--- src/rtl/core/mlgr_pkg.sv ---
`timescale 1ns / 1ps

package mlgr_pkg;

    localparam int COORD_BITS_DEF = 6;
    localparam int COLOR_BITS     = 8;
    localparam int DIV_STEPS      = 8;

    localparam logic OP_MOVE = 1'b0;
    localparam logic OP_DRAW = 1'b1;

    typedef enum logic [1:0] {
        ST_IDLE,
        ST_SETUP,
        ST_DIV,
        ST_WALK
    } state_t;

    typedef enum logic [2:0] {
        SLOPE_VERT,
        SLOPE_STEEP_POS,
        SLOPE_SHALLOW_POS,
        SLOPE_SHALLOW_NEG,
        SLOPE_STEEP_NEG
    } slope_t;

    typedef enum logic [1:0] {
        COND_NEVER,
        COND_GE,
        COND_LT,
        COND_GT
    } cond_t;

    typedef struct packed {
        logic load_move;
        logic load_draw;
        logic setup;
        logic div_step;
        logic pix_step;
    } cmd_t;

    typedef struct packed {
        logic len_zero;
        logic div_last;
        logic pix_last;
    } status_t;

endpackage

--- src/rtl/core/mlgr_ctrl.sv ---
`timescale 1ns / 1ps

module mlgr_ctrl (
    input  logic             aclk,
    input  logic             aresetn,
    input  logic             s_valid,
    input  logic             s_opcode,
    output logic             s_ready,
    output logic             m_valid,
    input  logic             m_ready,
    input  mlgr_pkg::status_t status,
    output mlgr_pkg::cmd_t   cmd
);

    mlgr_pkg::state_t state_reg;
    mlgr_pkg::state_t state_next;

    always_ff @(posedge aclk) begin
        if (!aresetn) begin
            state_reg <= mlgr_pkg::ST_IDLE;
        end else begin
            state_reg <= state_next;
        end
    end

    always_comb begin
        state_next = state_reg;
        cmd        = '0;
        s_ready    = 1'b0;
        m_valid    = 1'b0;
        case (state_reg)
            mlgr_pkg::ST_IDLE: begin
                s_ready = 1'b1;
                if (s_valid) begin
                    if (s_opcode == mlgr_pkg::OP_DRAW) begin
                        cmd.load_draw = 1'b1;
                        state_next    = mlgr_pkg::ST_SETUP;
                    end else begin
                        cmd.load_move = 1'b1;
                    end
                end
            end
            mlgr_pkg::ST_SETUP: begin
                cmd.setup = 1'b1;
                // drop zero-length lines: no word goes out
                if (status.len_zero) begin
                    state_next = mlgr_pkg::ST_IDLE;
                end else begin
                    state_next = mlgr_pkg::ST_DIV;
                end
            end
            mlgr_pkg::ST_DIV: begin
                cmd.div_step = 1'b1;
                if (status.div_last) begin
                    state_next = mlgr_pkg::ST_WALK;
                end
            end
            mlgr_pkg::ST_WALK: begin
                m_valid = 1'b1;
                if (m_ready) begin
                    cmd.pix_step = 1'b1;
                    if (status.pix_last) begin
                        state_next = mlgr_pkg::ST_IDLE;
                    end
                end
            end
            default: begin
                state_next = mlgr_pkg::ST_IDLE;
            end
        endcase
    end

endmodule

--- src/rtl/core/mlgr_datapath.sv ---
`timescale 1ns / 1ps

module mlgr_datapath #(
    parameter int COORD_BITS = mlgr_pkg::COORD_BITS_DEF
) (
    input  logic                             aclk,
    input  logic                             aresetn,
    input  mlgr_pkg::cmd_t                   cmd,
    output mlgr_pkg::status_t                status,
    input  logic [COORD_BITS-1:0]            s_point_x,
    input  logic [COORD_BITS-1:0]            s_point_y,
    output logic [COORD_BITS-1:0]            m_pixel_x,
    output logic [COORD_BITS-1:0]            m_pixel_y,
    output logic [mlgr_pkg::COLOR_BITS-1:0]  m_red,
    output logic [mlgr_pkg::COLOR_BITS-1:0]  m_green,
    output logic                             m_last
);

    localparam int CW = COORD_BITS;
    localparam int DW = COORD_BITS + 3;
    localparam int QW = mlgr_pkg::COLOR_BITS;
    localparam int KW = $clog2(mlgr_pkg::DIV_STEPS);
    localparam logic [KW-1:0] DIV_LAST = KW'(mlgr_pkg::DIV_STEPS - 1);
    localparam logic [QW-1:0] COLOR_MAX = {QW{1'b1}};

    // stored start point and ordered endpoints
    logic [CW-1:0] start_x_reg, start_y_reg;
    logic [CW-1:0] x0_reg, y0_reg, x1_reg, y1_reg;

    // walk state
    mlgr_pkg::slope_t slope_reg;
    mlgr_pkg::cond_t  cond_reg;
    logic                 rev_reg;
    logic [CW-1:0]        len_reg;
    logic [CW-1:0]        cnt_reg;
    logic [CW-1:0]        x_reg, y_reg;
    logic signed [DW-1:0] d_reg, inc_step_reg, inc_flat_reg;

    // gradient: red = q + r/len; step is qq + rq/len
    logic [QW-1:0]        q_reg, qq_reg;
    logic [CW-1:0]        r_reg, rq_reg;
    logic [KW-1:0]        div_cnt_reg;

    // ordering on draw
    logic          swap;
    logic [CW-1:0] p0_x, p0_y, p1_x, p1_y;

    always_comb begin
        swap = start_y_reg > s_point_y;
        p0_x = swap ? s_point_x : start_x_reg;
        p0_y = swap ? s_point_y : start_y_reg;
        p1_x = swap ? start_x_reg : s_point_x;
        p1_y = swap ? start_y_reg : s_point_y;
    end

    always_ff @(posedge aclk) begin
        if (!aresetn) begin
            start_x_reg <= '0;
            start_y_reg <= '0;
        end else if (cmd.load_move) begin
            start_x_reg <= s_point_x;
            start_y_reg <= s_point_y;
        end else if (cmd.load_draw) begin
            start_x_reg <= p0_x;
            start_y_reg <= p0_y;
        end
    end

    // slope case decode
    logic signed [DW-1:0] dx_w, dy_w, two_dx, two_dy, ndx_w;
    logic [CW:0]          dx_s;
    logic [CW-1:0]        dy_u;
    mlgr_pkg::slope_t     slope_next;
    mlgr_pkg::cond_t      cond_next;
    logic                 rev_next;
    logic [CW-1:0]        len_next;
    logic signed [DW-1:0] d_next0, inc_step_next, inc_flat_next;

    always_comb begin
        dx_s   = {1'b0, x1_reg} - {1'b0, x0_reg};
        dy_u   = y1_reg - y0_reg;
        dx_w   = {{(DW-CW-1){dx_s[CW]}}, dx_s};
        dy_w   = {{(DW-CW){1'b0}}, dy_u};
        ndx_w  = -dx_w;
        two_dx = dx_w <<< 1;
        two_dy = dy_w <<< 1;
        slope_next    = mlgr_pkg::SLOPE_VERT;
        cond_next     = mlgr_pkg::COND_NEVER;
        rev_next      = 1'b0;
        len_next      = dy_u;
        d_next0       = '0;
        inc_step_next = '0;
        inc_flat_next = '0;
        if (dx_s == '0) begin
            slope_next = mlgr_pkg::SLOPE_VERT;
        end else if (!dx_s[CW]) begin
            if (dy_w > dx_w) begin
                slope_next    = mlgr_pkg::SLOPE_STEEP_POS;
                cond_next     = mlgr_pkg::COND_GE;
                d_next0       = two_dx - dy_w;
                inc_step_next = two_dx - two_dy;
                inc_flat_next = two_dx;
            end else begin
                slope_next    = mlgr_pkg::SLOPE_SHALLOW_POS;
                cond_next     = mlgr_pkg::COND_LT;
                len_next      = dx_w[CW-1:0];
                d_next0       = dx_w - two_dy;
                inc_step_next = two_dx - two_dy;
                inc_flat_next = -two_dy;
            end
        end else begin
            rev_next = 1'b1;
            if (dy_w <= ndx_w) begin
                slope_next    = mlgr_pkg::SLOPE_SHALLOW_NEG;
                cond_next     = mlgr_pkg::COND_GT;
                len_next      = ndx_w[CW-1:0];
                d_next0       = two_dy + dx_w;
                inc_step_next = two_dx + two_dy;
                inc_flat_next = two_dy;
            end else begin
                slope_next    = mlgr_pkg::SLOPE_STEEP_NEG;
                cond_next     = mlgr_pkg::COND_LT;
                d_next0       = dy_w + two_dx;
                inc_step_next = two_dx + two_dy;
                inc_flat_next = two_dx;
            end
        end
    end

    // restoring division of 255 by len, one quotient bit per cycle
    logic [CW:0]   div_trial;
    logic          div_ge;
    logic [CW-1:0] div_rem;

    always_comb begin
        div_trial = {r_reg, 1'b1};
        div_ge    = div_trial >= {1'b0, len_reg};
        div_rem   = div_ge ? CW'(div_trial - {1'b0, len_reg}) : div_trial[CW-1:0];
    end

    // one pixel step
    logic          take;
    logic [CW-1:0] take_w;
    logic [CW-1:0] x_next, y_next;
    logic [CW:0]   r_sum;
    logic          wrap, borrow;
    logic [CW-1:0] r_next;
    logic [QW-1:0] q_next;

    always_comb begin
        case (cond_reg)
            mlgr_pkg::COND_GE: take = !d_reg[DW-1];
            mlgr_pkg::COND_LT: take = d_reg[DW-1];
            mlgr_pkg::COND_GT: take = !d_reg[DW-1] && (d_reg != '0);
            default:           take = 1'b0;
        endcase
        take_w = {{(CW-1){1'b0}}, take};
        x_next = x_reg;
        y_next = y_reg;
        case (slope_reg)
            mlgr_pkg::SLOPE_VERT: begin
                y_next = y_reg + CW'(1);
            end
            mlgr_pkg::SLOPE_STEEP_POS: begin
                y_next = y_reg + CW'(1);
                x_next = x_reg + take_w;
            end
            mlgr_pkg::SLOPE_SHALLOW_POS: begin
                x_next = x_reg + CW'(1);
                y_next = y_reg + take_w;
            end
            mlgr_pkg::SLOPE_SHALLOW_NEG: begin
                x_next = x_reg + CW'(1);
                y_next = y_reg - take_w;
            end
            mlgr_pkg::SLOPE_STEEP_NEG: begin
                y_next = y_reg - CW'(1);
                x_next = x_reg + take_w;
            end
            default: begin
                x_next = x_reg;
                y_next = y_reg;
            end
        endcase

        r_sum  = {1'b0, r_reg} + {1'b0, rq_reg};
        wrap   = r_sum >= {1'b0, len_reg};
        borrow = r_reg < rq_reg;
        if (rev_reg) begin
            r_sum  = borrow ? ({1'b0, r_reg} + {1'b0, len_reg} - {1'b0, rq_reg})
                            : ({1'b0, r_reg} - {1'b0, rq_reg});
            r_next = r_sum[CW-1:0];
            q_next = q_reg - qq_reg - {{(QW-1){1'b0}}, borrow};
        end else begin
            r_next = wrap ? CW'(r_sum - {1'b0, len_reg}) : r_sum[CW-1:0];
            q_next = q_reg + qq_reg + {{(QW-1){1'b0}}, wrap};
        end
    end

    always_ff @(posedge aclk) begin
        if (cmd.load_draw) begin
            x0_reg <= p0_x;
            y0_reg <= p0_y;
            x1_reg <= p1_x;
            y1_reg <= p1_y;
        end
        if (cmd.setup) begin
            slope_reg    <= slope_next;
            cond_reg     <= cond_next;
            rev_reg      <= rev_next;
            len_reg      <= len_next;
            cnt_reg      <= len_next;
            d_reg        <= d_next0;
            inc_step_reg <= inc_step_next;
            inc_flat_reg <= inc_flat_next;
            x_reg        <= rev_next ? x1_reg : x0_reg;
            y_reg        <= rev_next ? y1_reg : y0_reg;
            q_reg        <= rev_next ? COLOR_MAX : '0;
            r_reg        <= '0;
            qq_reg       <= '0;
            div_cnt_reg  <= '0;
        end
        if (cmd.div_step) begin
            qq_reg      <= {qq_reg[QW-2:0], div_ge};
            div_cnt_reg <= div_cnt_reg + KW'(1);
            // leave the pixel remainder cleared for the walk
            if (div_cnt_reg == DIV_LAST) begin
                rq_reg <= div_rem;
                r_reg  <= '0;
            end else begin
                r_reg  <= div_rem;
            end
        end
        if (cmd.pix_step) begin
            x_reg   <= x_next;
            y_reg   <= y_next;
            d_reg   <= d_reg + (take ? inc_step_reg : inc_flat_reg);
            q_reg   <= q_next;
            r_reg   <= r_next;
            cnt_reg <= cnt_reg - CW'(1);
        end
    end

    always_comb begin
        status.len_zero = len_next == '0;
        status.div_last = div_cnt_reg == DIV_LAST;
        status.pix_last = cnt_reg == CW'(1);
        m_pixel_x = x_reg;
        m_pixel_y = y_reg;
        m_red     = q_reg;
        m_green   = COLOR_MAX - q_reg - {{(QW-1){1'b0}}, r_reg != '0};
        m_last    = cnt_reg == CW'(1);
    end

endmodule

--- src/rtl/core/midpoint_line_gradient_raster_core.sv ---
`timescale 1ns / 1ps

// Line rasterizer with a red/green gradient along each line.
// Input channel (s_*): one word per command. opcode 0 moves the stored start
// point to (point_x, point_y); opcode 1 draws from the stored start point to
// (point_x, point_y). A move produces nothing.
// Output channel (m_*): one word per pixel, with red rising and green falling
// along the line; last marks the final pixel. The far endpoint is not plotted,
// so a zero-length draw produces no word.
// Sequence: a draw is taken, the slope case is set up in the next state, then a
// bit-per-cycle divider forms 255/len for the color steps, and then the pixel
// words leave at one per cycle while m_ready is high. A zero-length draw
// returns to idle after its setup state.
// One command is in flight at a time: s_ready is low from the draw until its
// last pixel is taken. A stalled receiver simply holds the current pixel word
// on the m_* ports; the walk advances only when m_ready is high.
// Reset clears the stored start point to (0, 0) and returns to idle.
module midpoint_line_gradient_raster_core #(
    parameter int COORD_BITS = mlgr_pkg::COORD_BITS_DEF
) (
    input  logic                            aclk,
    input  logic                            aresetn,
    input  logic                            s_valid,
    output logic                            s_ready,
    input  logic                            s_opcode,
    input  logic [COORD_BITS-1:0]           s_point_x,
    input  logic [COORD_BITS-1:0]           s_point_y,
    output logic                            m_valid,
    input  logic                            m_ready,
    output logic [COORD_BITS-1:0]           m_pixel_x,
    output logic [COORD_BITS-1:0]           m_pixel_y,
    output logic [mlgr_pkg::COLOR_BITS-1:0] m_red,
    output logic [mlgr_pkg::COLOR_BITS-1:0] m_green,
    output logic                            m_last
);

    mlgr_pkg::cmd_t    cmd;
    mlgr_pkg::status_t status;

    mlgr_ctrl u_ctrl (
        .aclk     (aclk),
        .aresetn  (aresetn),
        .s_valid  (s_valid),
        .s_opcode (s_opcode),
        .s_ready  (s_ready),
        .m_valid  (m_valid),
        .m_ready  (m_ready),
        .status   (status),
        .cmd      (cmd)
    );

    mlgr_datapath #(
        .COORD_BITS (COORD_BITS)
    ) u_datapath (
        .aclk      (aclk),
        .aresetn   (aresetn),
        .cmd       (cmd),
        .status    (status),
        .s_point_x (s_point_x),
        .s_point_y (s_point_y),
        .m_pixel_x (m_pixel_x),
        .m_pixel_y (m_pixel_y),
        .m_red     (m_red),
        .m_green   (m_green),
        .m_last    (m_last)
    );

endmodule

--- config.mk ---
export PLATFORM = sky130hd
export DESIGN_NAME = midpoint_line_gradient_raster_core
export DESIGN_NICKNAME = d
export VERILOG_FILES = /design/src/rtl/core/mlgr_pkg.sv /design/src/rtl/core/mlgr_ctrl.sv /design/src/rtl/core/mlgr_datapath.sv /design/src/rtl/core/midpoint_line_gradient_raster_core.sv
export SDC_FILE = /design/constraint.sdc
export NUM_CORES = 1
export LEC_CHECK = 0
export BUFFER_PORTS_ARGS = -buffer_cell sky130_fd_sc_hd__buf_2
export CELL_PAD_IN_SITES_DETAIL_PLACEMENT = 0
export CELL_PAD_IN_SITES_GLOBAL_PLACEMENT = 1
export CORE_MARGIN = 5
export CORE_UTILIZATION = 30
export CTS_BUF_LIST = sky130_fd_sc_hd__clkbuf_4
export CTS_CLUSTER_SIZE = 20
export DETAILED_ROUTE_END_ITERATION = 16
export PLACE_DENSITY_LB_ADDON = 0.1
export SETUP_SLACK_MARGIN = 0.02
export SLEW_MARGIN = 20
export SYNTH_ARGS = -nofsm -noshare
export SYNTH_HDL_FRONTEND = slang
export SYNTH_SLANG_ARGS = --single-unit
--- constraint.sdc ---
create_clock -name aclk -period 4.9 [get_ports aclk]
set_input_delay 0.98 -clock aclk [delete_from_list [all_inputs] [get_ports aclk]]
set_output_delay 0.98 -clock aclk [all_outputs]
set_load 0.1 [all_outputs]
==> impl_table.tex, run 1 <==
\begin{tabular}{lr}
\hline
Metric & Value \\
\hline
\multicolumn{2}{l}{\textbf{Clock network}} \\
Hold buffer count at CTS & 0 \\
Resized Gates After CTS & 0 \\
CTS clock-pin slew for the worst setup and hold paths & roughly 0.12 ns \\
Clock tree from TritonCTS & yes \\
Buffer type at the clock tree root & sky130\_fd\_sc\_hd\_\_clkbuf\_4 \\
Number of clock sinks & roughly 120 \\
Number of buffers created by CTS & 17 \\
Maximum count of clock buffers along a single path & 2 \\
Max H-tree Level & 4 \\
Source-to-sink clock delay at the later pin of the worst-skew pair & approximately 0.55 ns \\
\multicolumn{2}{l}{\textbf{STA}} \\
Hold slack final & roughly 0.54 ns \\
Final min period & between 4 and 5 ns \\
Setup repair after global routing missed its margin & false \\
Clock Skews & 0.0336 ns \\
Peak clock frequency supported by timing & about 0.22 GHz \\
Slew at the pin closest to its max-slew limit & 0.954 ns \\
Setup Viol. Count Final & 0 \\
Period Utilization, post-route & a little over nine tenths \\
Final-report hold violation count & 0 \\
Final count of pins violating max slew & 0 \\
Sum of negative setup slack & 0 ns \\
Max-Slew Margin vs Limit & approximately 36\% \\
\multicolumn{2}{l}{\textbf{Routing}} \\
Initial detailed-routing violation count & between 300 and 400 \\
Initial DRT Pass Iterations & 4 \\
Detail-routed net length per standard cell & around 18 um \\
Wirelength, routed & between 30000 and 40000 um \\
Number of antenna-violating nets in the routed design & 0 \\
Via density & $\sim$5 \\
Count of vias placed by the detailed router & $\sim$8.3k \\
Number of remaining DRC errors & 0 \\
\multicolumn{2}{l}{\textbf{Final layout}} \\
Nets@finish & around 1.4k \\
Ratio of cells with drive above 1 in the final layout & roughly 15\% \\
Area overhead of the layout relative to synthesis & 11.5\% \\
Flip-flop count of the largest register after layout & 9 \\
\multicolumn{2}{l}{\textbf{Yosys}} \\
Synth Area in XOR/XNOR & roughly 7.6\% \\
Most area-consuming cells after synthesis & sky130\_fd\_sc\_hd\_\_edfxtp\_1 (30\%), sky130\_fd\_sc\_hd\_\_ha\_1 (14\%), sky130\_fd\_sc\_hd\_\_xnor2\_1 (5.7\%), sky130\_fd\_sc\_hd\_\_fa\_1 (4.0\%), sky130\_fd\_sc\_hd\_\_inv\_1 (3.9\%) \\
Dominant register cell in the synthesized netlist & sky130\_fd\_sc\_hd\_\_edfxtp\_1 \\
Syn Inst Count & 1149 \\
Dominant cell by count in the synthesized netlist & sky130\_fd\_sc\_hd\_\_ha\_1 \\
Post-synthesis adder-cell area fraction & 19.1\% \\
Async set-reset flop share out of synthesis & 0\% \\
Simple logic cell fraction of the synthesized area & around an eighth \\
Number of synthesized flops with an enable pin & $\sim$110 \\
Proportion of synthesized area in mux cells & 5.69\% \\
Synthesized netlist net count & between 1k and 1.5k \\
Combinational family with the most area after synthesis & adder cells \\
Sequential fraction of the synthesis area & 32.5\% \\
Number of synthesized register bits & 123 \\
Yosys warns & 0 \\
Cell variety after synth & between 80 and 90 \\
Compound-cell area share of the yosys netlist & between 10\% and 20\% \\
Synthesized area per cell & 9.53 um2 \\
Biggest area consumer among synthesized cells & sky130\_fd\_sc\_hd\_\_edfxtp\_1 \\
Most frequent cells after synthesis & sky130\_fd\_sc\_hd\_\_ha\_1 (126), sky130\_fd\_sc\_hd\_\_inv\_1 (113), sky130\_fd\_sc\_hd\_\_edfxtp\_1 (109), sky130\_fd\_sc\_hd\_\_nand2\_1 (85), sky130\_fd\_sc\_hd\_\_nor2\_1 (78) \\
Proportion of netlist area held by the largest area contributor & between 20\% and 30\% \\
Post-Syn Area & 0.0109 mm2 \\
\multicolumn{2}{l}{\textbf{Worst setup path}} \\
CP max-delay cell & sky130\_fd\_sc\_hd\_\_fa\_1 \\
Worst reg2reg setup slack & $\sim$0.28 ns \\
Worst Setup Path Type & register to register \\
Cells along the critical path & inv\_1, ha\_1, fa\_1, ha\_1, nand3b\_1, mux2\_2, nand2b\_1, nand2\_1, ha\_1, and3\_1, o21ai\_0, nand2\_1, o21ai\_0, nor2\_4, nand2\_2, inv\_2, a41oi\_2, mux2\_1, a21oi\_1, o21ai\_2 \\
Max incr delay on CP & approximately 0.51 ns \\
Highest net fanout along the worst path & 5 \\
Critical path data arrival time & just under 5 ns \\
Worst setup EP type & register \\
CP top delay family & adder cells \\
Combined buffer and inverter count along the critical path & 2 \\
Endpoint required time on the critical path & 5.19 ns \\
Total stage count of the critical path & 20 \\
Startpoint types & register \\
R2r startpoint & u\_datapath.x1\_reg[0]\$\_DFFE\_PP\_ \\
Reg-to-Reg End & u\_datapath.d\_reg[2]\$\_DFFE\_PP\_ \\
Worst r2r path cells & 20 \\
Most used cell, CP & sky130\_fd\_sc\_hd\_\_ha\_1 \\
\multicolumn{2}{l}{\textbf{Flow run}} \\
Number of maximum-capacitance constraint violations & 0 \\
\multicolumn{2}{l}{\textbf{Floorplanning}} \\
DIE HEIGHT & 201 um \\
Rows & 70 \\
Die area & 0.0404 mm2 \\
Effective utilization at floorplan & a little under a third \\
DIE WIDTH & $\sim$200 um \\
Area of the core & about 0.036 mm2 \\
Number of top-level pins & 48 \\
\multicolumn{2}{l}{\textbf{GRT}} \\
Antenna violations before repair & 1 \\
Largest net degree at the start of global routing & 42 \\
Overall global routing resource usage & between 10\% and 20\% \\
Overflow left after global routing & 0 \\
Number of global-route vias before repair & roughly 8.5k \\
Global-route wire length before repair & about 49000 um \\
\multicolumn{2}{l}{\textbf{Power}} \\
Static leakage & between 5 and 6 nW \\
VDD IR max & about 0.00014 V \\
Power density of the placed cells & about 500 mW/mm2 \\
Tot Pwr & 6.15 mW \\
\multicolumn{2}{l}{\textbf{Placed design}} \\
Port bufs & 47 \\
Placed wire-length estimate after detailed placement & roughly 24000 um \\
Routability Congestion & a little over 0.8 \\
\multicolumn{2}{l}{\textbf{Min path}} \\
Path class of the lowest-slack min-delay path & register to register \\
Endpoint of the worst hold path & u\_datapath.start\_x\_reg[1]\$\_SDFFE\_PN0P\_ \\
Number of cells on the worst hold path & 2 \\
Start point of the worst hold path & u\_datapath.start\_x\_reg[1]\$\_SDFFE\_PN0P\_ \\
\multicolumn{2}{l}{\textbf{Status}} \\
Result of the run & complete, no violations \\
\hline
\end{tabular}
-- per-stage QoR --
stage	cell area [um2]	std cells	util (%)	setup WS, ns
floorplan	10900	1149	-	0.114
global placement	11900	1667	32.8	0.331
detailed placement	11900	1667	32.8	0.314
CTS	12200	1699	33.4	0.295
global route	12200	1707	33.6	0.0251
finish	12200	1707	33.6	0.277
-- worst max path at each step --
| stage | from | end | slack, ns |
|---|---|---|---|
| after global placement | u_datapath.r_reg[0]$_DFFE_PP_ | u_datapath.m_red[7]$_DFFE_PP_ | 0.33 |
| after floorplan | u_datapath.x0_reg[0]$_DFFE_PP_ | u_datapath.d_reg[2]$_DFFE_PP_ | 0.11 |
| after global routing | u_datapath.r_reg[0]$_DFFE_PP_ | u_datapath.m_red[7]$_DFFE_PP_ | 0.03 |
| after CTS | u_datapath.x1_reg[0]$_DFFE_PP_ | u_datapath.d_reg[2]$_DFFE_PP_ | 0.29 |
| final | u_datapath.x1_reg[0]$_DFFE_PP_ | u_datapath.d_reg[2]$_DFFE_PP_ | 0.28 |
| after detailed placement | u_datapath.r_reg[0]$_DFFE_PP_ | u_datapath.m_red[7]$_DFFE_PP_ | 0.31 |
-- power breakdown --
| group | switching, mW | internal, mW | leakage [nW] | total, mW |
|---|---|---|---|---|
| Combinational | 2.37 | 1.52 | 3.82 | 3.89 |
| Sequential | 0.139 | 1.45 | 1.14 | 1.59 |
| Clock | 0.444 | 0.218 | 0.142 | 0.662 |
| Total | 2.95 | 3.19 | 5.10 | 6.15 |
-- worst min-delay path, cell delays in order (launching register included) --
cell                      delay, ns
sky130_fd_sc_hd__dfxtp_1       0.34
sky130_fd_sc_hd__mux2i_1       0.12
sky130_fd_sc_hd__nor2b_1       0.05
-- cell families (layout without fill, tap and decap cells) --
logic type,Yosys count,in the layout
other,0,1
buffers and inverters,153,242
DFF,123,123
adders and majority gates,155,155
muxes,58,58
xor gates and xnor gates,93,93
AOI/OAI and AO/OA,291,291
and+or+nand+nor,276,276
-- final cells by class --
cell class              instances  area [um2]
clock buffers                  18         135
fillers                      3863       24100
inverters                     120         453
flip-flops and latches        123        3550
diodes                          1        2.50
repair buffers                 90         558
well taps                     468         586
clock inverters                14         105
multi-input cells             873        6820
-- cell usage in the layout, fill, tap and decap left out, drive strengths merged, types with 4 or more instances in the layout --
cell	netlist	layout
a211oi	15	15
a21o	21	21
a21oi	79	79
a31oi	15	15
and2	16	16
and3	7	7
buf	9	90
clkbuf	24	18
dfxtp	14	14
edfxtp	109	109
fa	22	22
ha	126	126
inv	118	130
maj3	7	7
mux2	34	34
mux2i	24	24
nand2	86	86
nand2b	13	13
nand3	13	13
nand4	4	4
nor2	80	80
nor2b	26	26
nor3	11	11
nor4	4	4
o211ai	7	7
o21a	14	14
o21ai	63	63
o21bai	22	22
o221ai	4	4
o22ai	8	8
o2bb2ai	5	5
o31ai	6	6
or3	7	7
xnor2	73	73
xor2	20	20
-- routing by layer --
metal | part of all wire (%) | track usage, % | up-vias
li1 | - | - | 4243
met1 | 50 | 21.3 | 3958
met2 | 46 | 25.0 | 102
met3 | 2.2 | 2.15 | 27
met4 | 1.7 | 3.66 | 0
met5 | 0 | 0 | -
-- repair_timing --
action | in CTS | in global routing
hold endpoints to repair | 0 | 0
setup buffers | 0 | 7
setup endpoints to repair | 0 | 2
No activity file was read; power rests on OpenSTA's default activity.
==> run 2, diff against run 1 <==
Settings changed: MAX_ROUTING_LAYER from default to met4.
==> impl_table.tex, run 2 (synthesis gave the netlist of run 1 again) <==
\begin{tabular}{lr}
\hline
Metric & Value \\
\hline
\multicolumn{2}{l}{\textbf{STA}} \\
Slew at the pin closest to its max-slew limit & between 0.9 and 1 ns \\
Sum of negative setup slack & 0 ns \\
Final-report hold violation count & 0 \\
Setup Viol. Count Final & 0 \\
Final min period & between 4 and 5 ns \\
Final count of pins violating max slew & 0 \\
Period Utilization, post-route & between 90\% and 100\% \\
Setup repair after global routing missed its margin & false \\
Clock Skews & roughly 0.034 ns \\
Peak clock frequency supported by timing & around 0.22 GHz \\
Max-Slew Margin vs Limit & between 30\% and 40\% \\
Final worst-path setup slack & roughly 0.28 ns \\
\multicolumn{2}{l}{\textbf{Routing}} \\
Detail-routed net length per standard cell & between 15 and 20 um \\
Wirelength, routed & 30600 um \\
Number of remaining DRC errors & 0 \\
Number of antenna-violating nets in the routed design & 0 \\
Initial DRT Pass Iterations & 5 \\
Count of vias placed by the detailed router & roughly 8.3k \\
Initial detailed-routing violation count & between 300 and 400 \\
Via density & between 4 and 5 \\
\multicolumn{2}{l}{\textbf{Final layout}} \\
Area overhead of the layout relative to synthesis & 11.5\% \\
Commonest non-fill, non-tap cell in the layout & sky130\_fd\_sc\_hd\_\_ha\_1 \\
Fillers & 3863 \\
Commonest cells after routing, fill and taps aside & sky130\_fd\_sc\_hd\_\_ha\_1 (126), sky130\_fd\_sc\_hd\_\_inv\_1 (113), sky130\_fd\_sc\_hd\_\_edfxtp\_1 (109), sky130\_fd\_sc\_hd\_\_nand2\_1 (84), sky130\_fd\_sc\_hd\_\_nor2\_1 (78) \\
Ratio of cells with drive above 1 in the final layout & around 15\% \\
Area taken by flip-flops and latches & around 0.0036 mm2 \\
Nets@finish & roughly 1.4k \\
Flip-flop count of the largest register after layout & 9 \\
Footprint of the multi-input gates & 0.00682 mm2 \\
\multicolumn{2}{l}{\textbf{Clock network}} \\
Number of buffers created by CTS & 17 \\
Clock tree from TritonCTS & yes \\
Hold buffer count at CTS & 0 \\
Buffer type at the clock tree root & sky130\_fd\_sc\_hd\_\_clkbuf\_4 \\
Max H-tree Level & 4 \\
Number of clock sinks & roughly 120 \\
CTS clock-pin slew for the worst setup and hold paths & between 0.1 and 0.15 ns \\
Maximum count of clock buffers along a single path & 2 \\
Source-to-sink clock delay at the later pin of the worst-skew pair & 0.56 ns \\
\multicolumn{2}{l}{\textbf{Placed design}} \\
Worst setup slack after placement & 0.314 ns \\
Port bufs & 47 \\
Placed wire-length estimate after detailed placement & about 24000 um \\
Routability Congestion & slightly above 0.8 \\
\multicolumn{2}{l}{\textbf{Min path}} \\
Number of cells on the worst hold path & 2 \\
Endpoint of the worst hold path & u\_datapath.start\_x\_reg[1]\$\_SDFFE\_PN0P\_ \\
Path class of the lowest-slack min-delay path & register to register \\
Start point of the worst hold path & u\_datapath.start\_x\_reg[1]\$\_SDFFE\_PN0P\_ \\
\multicolumn{2}{l}{\textbf{GRT}} \\
Number of global-route vias before repair & 8486 \\
Antenna violations before repair & 1 \\
Overflow left after global routing & 0 \\
Global-route wire length before repair & between 40000 and 50000 um \\
Overall global routing resource usage & 15.7\% \\
Largest net degree at the start of global routing & between 40 and 50 \\
\multicolumn{2}{l}{\textbf{Worst setup path}} \\
Most used cell, CP & sky130\_fd\_sc\_hd\_\_ha\_1 \\
Reg-to-Reg End & u\_datapath.d\_reg[2]\$\_DFFE\_PP\_ \\
Worst r2r path cells & 19 \\
Worst reg2reg setup slack & 0.28 ns \\
Worst Setup Path Type & register to register \\
Worst setup EP type & register \\
CP max-delay cell & sky130\_fd\_sc\_hd\_\_fa\_1 \\
Highest net fanout along the worst path & 5 \\
Endpoint required time on the critical path & 5.20 ns \\
Critical path data arrival time & 4.91 ns \\
R2r startpoint & u\_datapath.x0\_reg[0]\$\_DFFE\_PP\_ \\
Max incr delay on CP & 0.51 ns \\
Startpoint types & register \\
Cells along the critical path & ha\_1, fa\_1, ha\_1, nand3b\_1, mux2\_2, nand2b\_1, nand2\_1, ha\_1, and3\_1, o21ai\_0, nand2\_1, o21ai\_0, nor2\_4, nand2\_2, inv\_2, a41oi\_2, mux2\_1, a21oi\_1, o21ai\_2 \\
\multicolumn{2}{l}{\textbf{Power}} \\
VDD IR max & 0.000136 V \\
Static leakage & slightly above 5 nW \\
Part of the power in combinational logic & roughly 63\% \\
Tot Pwr & 6.15 mW \\
Net switching power & approximately 3.0 mW \\
Portion of total power attributed to sequential cells & approximately 26\% \\
Net Sw Frac & between 40\% and 50\% \\
Share of total power in the clock network & between 10\% and 20\% \\
Internal power of the cells & roughly 3.2 mW \\
Power density of the placed cells & 504 mW/mm2 \\
\multicolumn{2}{l}{\textbf{Floorplanning}} \\
DIE WIDTH & 201 um \\
Die area & a little over 0.04 mm2 \\
DIE HEIGHT & $\sim$200 um \\
Effective utilization at floorplan & between 30\% and 40\% \\
Rows & 70 \\
Number of top-level pins & 48 \\
Area of the core & approximately 0.036 mm2 \\
\multicolumn{2}{l}{\textbf{Status}} \\
Result of the run & complete, no violations \\
\multicolumn{2}{l}{\textbf{Flow run}} \\
Number of maximum-capacitance constraint violations & 0 \\
\hline
\end{tabular}
-- run 2: cell counts in the layout (fill, tap and decap cells not counted) --
No cell type changed its count.
-- run 2: worst max-delay path: cells and delay by family (launching register included) --
kind            cells  cell delay (ns)
buf+inv             1             0.05
mux                 2             0.67
compound gates      5             1.08
simple gates        7             0.92
fa+ha+maj           4             1.25
flops               1             0.42
-- run 2: how the worst max path moves through the flow --
stage	endpoint	slack (ns)	startpoint
6_report	u_datapath.d_reg[2]$_DFFE_PP_	0.28	u_datapath.x0_reg[0]$_DFFE_PP_
5_1_grt	u_datapath.m_red[7]$_DFFE_PP_	0.02	u_datapath.r_reg[0]$_DFFE_PP_
4_1_cts	u_datapath.d_reg[2]$_DFFE_PP_	0.29	u_datapath.x1_reg[0]$_DFFE_PP_
3_5_place_dp	u_datapath.m_red[7]$_DFFE_PP_	0.31	u_datapath.r_reg[0]$_DFFE_PP_
3_3_place_gp	u_datapath.m_red[7]$_DFFE_PP_	0.33	u_datapath.r_reg[0]$_DFFE_PP_
2_1_floorplan	u_datapath.d_reg[2]$_DFFE_PP_	0.11	u_datapath.x0_reg[0]$_DFFE_PP_
-- run 2: timing repair --
item | in CTS | in global routing
buffers inserted | 0 | 7
endpoints found under the hold margin | 0 | 0
setup endpoints to repair | 0 | 2
gates resized for setup | 0 | 0
-- run 2: stage by stage --
stage | hold slack [ns] | area, um2 | std cells | utilization (%)
floorplan | 0.495 | 10900 | 1149 | -
global placement | 0.519 | 11900 | 1667 | 32.8
detailed placement | 0.528 | 11900 | 1667 | 32.8
CTS | 0.546 | 12200 | 1699 | 33.4
global route | 0.569 | 12200 | 1707 | 33.6
finish | 0.541 | 12200 | 1707 | 33.6
-- run 2: metal layers --
layer	track usage [%]	wire [um]	up-vias
met5	-	0	-
met4	3.66	534	0
met3	2.08	749	26
met2	25.0	14100	123
met1	21.4	15200	3914
li1	-	-	4241
-- run 2: power groups by stage --
| stage | Combinational, mW | Sequential [mW] | Clock, mW |
|---|---|---|---|
| after global placement | 3.92 | 1.62 | 0 |
| after global routing | 4.34 | 1.62 | 0.741 |
| after floorplan | 2.73 | 1.74 | 0 |
| after CTS | 3.92 | 1.60 | 0.702 |
| after detailed placement | 3.89 | 1.62 | 0 |
| final | 3.89 | 1.59 | 0.665 |
-- run 2: cell type report --
type	instances	share of cell area, %
Clock buffer	18	1.11
Timing Repair Buffer	90	4.57
Multi-Input combinational cell	873	55.8
Tap cell	468	4.80
Inverter	120	3.71
Antenna cell	1	0.0205
Clock inverter	14	0.861
Sequential cell	123	29.1
